$ cat config.mk
export PLATFORM = sky130hd
export DESIGN_NAME = qmn_isqrt
export DESIGN_NICKNAME = d
export VERILOG_FILES = /design/src/rtl/core/qmn_pkg.sv /design/src/rtl/core/qmn_isqrt.sv
export SDC_FILE = /design/constraint.sdc
export NUM_CORES = 2
export LEC_CHECK = 0
export BUFFER_PORTS_ARGS = -buffer_cell sky130_fd_sc_hd__buf_2
export CORE_ASPECT_RATIO = 1.2
export CORE_UTILIZATION = 35
export CTS_BUF_LIST = sky130_fd_sc_hd__clkbuf_8
export CTS_CLUSTER_DIAMETER = 80
export DETAILED_ROUTE_END_ITERATION = 12
export GPL_TIMING_DRIVEN = 0
export HOLD_SLACK_MARGIN = 0.05
export RECOVER_POWER = 25
export SLEW_MARGIN = 5
export SYNTH_ARGS = -nofsm -noshare
export SYNTH_HDL_FRONTEND = slang
export SYNTH_MEMORY_MAX_BITS = 65536
export SYNTH_SLANG_ARGS = --single-unit
$ cat constraint.sdc
create_clock -name clk -period 5.7 [get_ports clk]
set_input_delay 1.14 -clock clk [delete_from_list [all_inputs] [get_ports clk]]
set_output_delay 1.14 -clock clk [all_outputs]
set_load 0.05 [all_outputs]
$ cat src/rtl/core/qmn_pkg.sv
// ----------------------------------------------------------------------------
// qmn_pkg
// Shared beat types and fixed widths for the normalised quaternion product.
// ----------------------------------------------------------------------------
package qmn_pkg;

    localparam int IN_W  = 16;   // input component width
    localparam int MAG_W = 33;   // magnitude of one product part (at most 2^32)
    localparam int SQ_W  = 66;   // square of a magnitude
    localparam int SUM_W = 67;   // sum of four squares
    localparam int LANES = 4;

    typedef struct packed {
        logic signed [IN_W-1:0] a_x;
        logic signed [IN_W-1:0] a_y;
        logic signed [IN_W-1:0] a_z;
        logic signed [IN_W-1:0] a_w;
        logic signed [IN_W-1:0] b_x;
        logic signed [IN_W-1:0] b_y;
        logic signed [IN_W-1:0] b_z;
        logic signed [IN_W-1:0] b_w;
    } operand_t;

    typedef struct packed {
        logic signed [15:0] r_x;
        logic signed [15:0] r_y;
        logic signed [15:0] r_z;
        logic signed [15:0] r_w;
        logic               zero_length;
    } result_t;

    typedef struct packed {
        logic [LANES-1:0] neg;
        logic             zero;
    } flags_t;

    typedef struct packed {
        flags_t                      flags;
        logic [LANES-1:0][SQ_W-1:0]  sq;
        logic [SUM_W-1:0]            sum;
    } norm_t;

endpackage

$ cat src/rtl/core/qmn_isqrt.sv
// ----------------------------------------------------------------------------
// qmn_isqrt
// Integer square root of each quotient, one root bit per register stage,
// four lanes side by side.
// ----------------------------------------------------------------------------
module qmn_isqrt #(
    parameter  int FRAC_BITS = 14,
    localparam int QW        = 2 * FRAC_BITS + 3,
    localparam int UW        = FRAC_BITS + 2
) (
    input  logic                                clk,
    input  logic                                rst_n,
    input  logic                                adv,
    input  logic                                in_valid,
    input  logic [qmn_pkg::LANES-1:0][QW-1:0]   quo,
    input  qmn_pkg::flags_t                     in_flags,
    output logic                                out_valid,
    output logic [qmn_pkg::LANES-1:0][UW-1:0]   root,
    output qmn_pkg::flags_t                     out_flags
);
    import qmn_pkg::*;

    localparam int DW  = 2 * UW;
    localparam int RMW = UW + 2;
    localparam int AW  = UW + 4;

    logic [DW-1:0]  d_reg    [UW-1][LANES];
    logic [RMW-1:0] rem_reg  [UW-1][LANES];
    logic [UW-1:0]  root_reg [UW][LANES];
    flags_t         flags_reg [UW];
    logic [UW-1:0]  vld_reg;

    for (genvar k = 0; k < UW; k++)
    begin : g_stage
        logic [DW-1:0]  d_in    [LANES];
        logic [RMW-1:0] rem_in  [LANES];
        logic [UW-1:0]  root_in [LANES];
        flags_t         flags_in;
        logic           vld_in;

        if (k == 0)
        begin : g_first
            for (genvar l = 0; l < LANES; l++)
            begin : g_lane
                assign d_in[l]    = DW'(quo[l]);
                assign rem_in[l]  = '0;
                assign root_in[l] = '0;
            end
            assign flags_in = in_flags;
            assign vld_in   = in_valid;
        end
        else
        begin : g_next
            for (genvar l = 0; l < LANES; l++)
            begin : g_lane
                assign d_in[l]    = d_reg[k-1][l];
                assign rem_in[l]  = rem_reg[k-1][l];
                assign root_in[l] = root_reg[k-1][l];
            end
            assign flags_in = flags_reg[k-1];
            assign vld_in   = vld_reg[k-1];
        end

        for (genvar l = 0; l < LANES; l++)
        begin : g_step
            logic [AW-1:0] acc;
            logic [AW-1:0] trial;
            logic [AW-1:0] diff;
            logic          fits;

            // Bring down the next two radicand bits and try the root bit as one.
            assign acc   = {rem_in[l], d_in[l][DW-1:DW-2]};
            assign trial = AW'({root_in[l], 2'b01});
            assign fits  = (acc >= trial);
            assign diff  = acc - trial;

            always_ff @(posedge clk)
            begin
                if (adv)
                begin
                    root_reg[k][l] <= {root_in[l][UW-2:0], fits};
                end
            end

            if (k < UW - 1)
            begin : g_rem
                always_ff @(posedge clk)
                begin
                    if (adv)
                    begin
                        rem_reg[k][l] <= fits ? diff[RMW-1:0] : acc[RMW-1:0];
                        d_reg[k][l]   <= {d_in[l][DW-3:0], 2'b00};
                    end
                end
            end
        end

        always_ff @(posedge clk)
        begin
            if (adv)
            begin
                flags_reg[k] <= flags_in;
            end
        end

        always_ff @(posedge clk or negedge rst_n)
        begin
            if (!rst_n)
            begin
                vld_reg[k] <= 1'b0;
            end
            else if (adv)
            begin
                vld_reg[k] <= vld_in;
            end
        end
    end

    for (genvar l = 0; l < LANES; l++)
    begin : g_out
        assign root[l] = root_reg[UW-1][l];
    end

    assign out_valid = vld_reg[UW-1];
    assign out_flags = flags_reg[UW-1];

endmodule

# ---- Word level (Yosys, flattened, before mapping)
# Memories as Yosys holds them, arrays and structs flattened.
# Index checks and enable logic that the tools add are counted.
dict set report totals {
  reg_bits 16
  ramBits 3984
  in_bits 133
  out_inout_bits 70
  wordCells 206
  memories 4
}
# memory words word_bits rd rd_clocked_by_memory_dff write_ports line_no
set memory_table {}
lappend memory_table {d_reg 15 120 15 0 15 qmn_isqrt.sv:27} ;# logic [DW-1:0] d_reg [UW-1][LANES];
lappend memory_table {rem_reg 15 72 15 0 15 qmn_isqrt.sv:28} ;# logic [RMW-1:0] rem_reg [UW-1][LANES];
lappend memory_table {root_reg 16 64 16 0 16 qmn_isqrt.sv:29} ;# logic [UW-1:0] root_reg [UW][LANES];
lappend memory_table {flags_reg 16 5 16 0 16 qmn_isqrt.sv:30} ;# flags_t flags_reg [UW];
dict set report classes {
  n_addsub 60
  n_lt_le_gt_ge 64
  n_mux 62
}
# cell n
set op_table {}
lappend op_table {{$ge A20 B18 Y1} 60}
lappend op_table {{$mux W18} 60}
lappend op_table {{$sub A18 B18 Y18} 56}
lappend op_table {{$sub A1 B1 Y2 const B} 4}
lappend op_table {{$ge A1 B1 Y1 const B} 4}
lappend op_table {{$mux W1} 2}

# ---- Depth between registers and ports, before layout
# An unclocked memory read counts as a cell.
dict set report logic_depth {
  depth_word 3
  depth_mapped 13
  ltp_nobuf 12
}

# ---- Worst setup path after synthesis
# OpenSTA, ideal clock, no wires.
dict set report synth_timing {
  path_kind {register -> register}
  startpoint {memory rem_reg[13][62] (netlist name)}
  endpoint {memory rem_reg[14][57] (netlist name) (data pin)}
  arrival_ps 2640
  required_time_ps 5440
  slack_ps 2800
  path_stages_with_launch 13
  period_less_slack_ps 2900
  path_cell_list {edfxtp_1 ha_1 and3_1 clkbuf_1 a22o_1 a21o_1 a2111oi_1 o31ai_1 or2_1 buf_2 buf_2 nor2_1 a21oi_1}
}
# element line_no
set synth_rtl {}
lappend synth_rtl {{from (decl)} qmn_isqrt.sv:28}

==> impl_metrics.json <==
{
  "status": "finished with violations",
  "violations": "DRC",
  "largest_reg_flops": 984,
  "power_density_nw_per_um2": 354,
  "start_util": 0.351,
  "crit_path_start_kind": "input port",
  "drt_first_pass_iters": 12,
  "wl_per_cell_um": 15.2,
  "synthFlopType": "edfxtp_1",
  "cap_violations": 0,
  "power_mw": 46.4,
  "min_path_type": "input port to flop",
  "synth-seq-cells": 2584,
  "syn2layout_area_growth_pct": 13.0,
  "grt_antenna_before_repair": 5,
  "vias": 65847,
  "synth_edf_count": 2568,
  "dp_hpwl_um": 150000,
  "insertion_delay_ps": 1060,
  "final_core_util": 0.397,
  "min_period_over_period": 0.876,
  "yosys.area.top_type_share": 0.665,
  "cts_tree": "done",
  "dieArea_um2": 333000,
  "finalSetupViolations": 0,
  "ys_warn_count": 0,
  "syn_area_um2": 116000,
  "gp_congestion": 0.904,
  "grt_pass1_wl_um": 341000,
  "avgViaCountPerCell": 4.72,
  "netlist_top_cells_area": "edfxtp_1, ha_1, xnor2_1, xor2_1, inv_1",
  "globalRouteOverflowTotal": 0,
  "async_flop_share": 0.00619,
  "critPathCaptureType": "flop",
  "maxSlewHeadroom": 0.170,
  "wl_um": 212000,
  "cts-root-buf": "clkbuf_8",
  "die_w_um": 527,
  "htreeDepth": 5,
  "critPathRequiredTime_ps": 6360,
  "drive_above_1_share": 0.0960,
  "cts_resized": 0,
  "clk_pin_slew_ps": 60,
  "vdd_drop_max_uv": 259,
  "clock_skew_ps": 63.6,
  "core_um2": 330000,
  "nNetsFinal": 9931,
  "ios": 203,
  "seq_area_frac_synth": 0.669,
  "postCtsSetupBuffers": 0,
  "grt_pass1_vias": 67897,
  "port_buffers": 202,
  "crit_type": "input port to flop",
  "max_freq_mhz": 200,
  "drt_iter0_markers": 3934,
  "grt.total_usage": 0.124,
  "cts-buffers-inserted": 418,
  "cts_buffer_depth": 4,
  "min_period_ps": 4990,
  "ys_types": 86,
  "postRouteAntennaNets": 0,
  "cts_hold_buf": 3,
  "synth_cells": 8545,
  "cp.arrival_ps": 5650,
  "p_leak_nw": 50.3,
  "num_rows": 231,
  "yosys.area.top_type": "edfxtp_1",
  "drc": 5,
  "synth.avg_cell_area_um2": 13.6,
  "grt_max_degree": 177,
  "cts.sinks": 2584,
  "worst_slew_pin_slew_ps": 1230,
  "hold_violations": 0,
  "die_height_um": 632,
  "rsz0062_at_grt": "false",
  "drv_slew": 0,
  "path_max_fanout": 175
}
==> cell usage in the layout (no fill, tap or decap), types with 26 or more instances in the layout <==
cell type  count
xor2_1       340
o31ai_1       64
nand3b_1      26
nor3_1       204
nor4_1       112
nand2_1      546
a31oi_1       32
a21oi_1      461
a211oi_1      30
clkinv_1     120
nor2_1       518
buf_2        200
or4_1         42
edfxtp_1    2568
clkbuf_1     107
clkinv_2      53
nor2b_1      106
nand4_1       74
or2_2         35
clkbuf_8     423
o21ai_0      460
ha_1         608
o21a_1       124
inv_1        857
and3_1        34
a21o_1       149
nand3_1      124
xnor2_1      383
mux2i_1       30
mux2_2        97
nand2b_1     120
or3_1         72
o21bai_1      31
==> Yosys cell counts (8+ instances only) <==
| master | number |
|---|---|
| or4_1 | 42 |
| clkbuf_1 | 95 |
| a211o_1 | 8 |
| o31ai_1 | 64 |
| a22oi_1 | 8 |
| and4_1 | 9 |
| nor4b_1 | 11 |
| nand3_1 | 124 |
| inv_1 | 751 |
| nand3b_1 | 26 |
| nor3_1 | 204 |
| o21a_1 | 124 |
| a2111oi_0 | 10 |
| xor2_1 | 340 |
| a211oi_1 | 30 |
| and2_1 | 21 |
| a21boi_0 | 19 |
| a21oi_1 | 461 |
| nor3b_1 | 17 |
| nor4_1 | 112 |
| edfxtp_1 | 2568 |
| nand4_1 | 74 |
| mux2i_1 | 30 |
| dfrtp_1 | 16 |
| a31oi_1 | 32 |
| o211ai_1 | 22 |
| o2111ai_1 | 9 |
| mux2_2 | 97 |
| nand2b_1 | 120 |
| ha_1 | 608 |
| nand4b_1 | 13 |
| nor2_1 | 518 |
| or2_2 | 35 |
| xnor2_1 | 383 |
| nand2_1 | 546 |
| o211a_1 | 9 |
| o31a_1 | 11 |
| a21o_1 | 149 |
| a31o_2 | 9 |
| or3_1 | 72 |
| and3_1 | 34 |
| nor2b_1 | 106 |
| o21ai_0 | 460 |
| buf_2 | 11 |
| o21bai_1 | 31 |
==> final timing paths <==
path,from,end,slack [ps],depth (start not counted)
max,adv,flags_reg[0][4],710,8
min,quo[8],d_reg[0][98],230,1
max reg2reg,root_reg[7][38],rem_reg[8][39],1840,9
min reg2reg,d_reg[7][87],d_reg[8][89],360,0
max in group asynchronous,rst_n,g_stage[12].vld_in,4870,2
min in group asynchronous,rst_n,g_stage[7].vld_in,570,2
==> per-layer routing <==
metal  vias up  share of wire  track usage
met1     31215           0.42        0.141
met2      1291           0.50        0.223
met5         -       0.000061            0
li1      32839              -            -
met3       500          0.040       0.0237
met4         2          0.041       0.0574
==> logic make-up after synthesis <==
family                     Yosys count  synth area share
DFF                               2584             0.669
and+or+nand+nor                   2100            0.0890
AOI/OAI and AO/OA                 1531            0.0808
buffers and inverters              864            0.0281
xor gates and xnor gates           723            0.0546
adders and majority gates          608            0.0656
muxes                              134            0.0129
other                                1         0.0000324
==> final cells by class <==
| type | instances | area, um^2 |
|---|---|---|
| Sequential cell | 2584 | 77500 |
| Fill cell | 30573 | 199000 |
| Buffer | 110 | 427 |
| Inverter | 754 | 2830 |
| Timing Repair Buffer | 222 | 1510 |
| Multi-Input combinational cell | 5100 | 35100 |
| Antenna cell | 4 | 10.0 |
| Clock inverter | 331 | 2190 |
| Tap cell | 4427 | 5540 |
| Clock buffer | 423 | 5820 |
==> report_power, final <==
group,switching [mW],total [mW],internal [mW]
registers,1.15,24.6,23.4
clock network,7.30,15.3,8.02
logic,3.69,6.48,2.78
total,12.1,46.4,34.3
==> critical path, cell delays in order <==
cell	delay, ps
buf_12	80
buf_16	410
buf_16	560
buf_16	490
buf_16	430
buf_16	450
buf_16	440
buf_16	580
==> through the flow <==
| stage | area, um^2 | hold slack [ps] | TNS, ps | std cells | worst slack, ps |
|---|---|---|---|---|---|
| after floorplan | 116000 | 400 | 0 | 8548 | 2800 |
| after global placement | 122000 | 400 | - | 13177 | -36390 |
| after detailed placement | 123000 | 405 | -140840 | 13194 | -513 |
| after CTS | 131000 | 50.7 | 0 | 13951 | 727 |
| after global routing | 131000 | 88.9 | 0 | 13955 | 365 |
| final | 131000 | 225 | 0 | 13955 | 710 |
(Power assumes the default switching activity.)
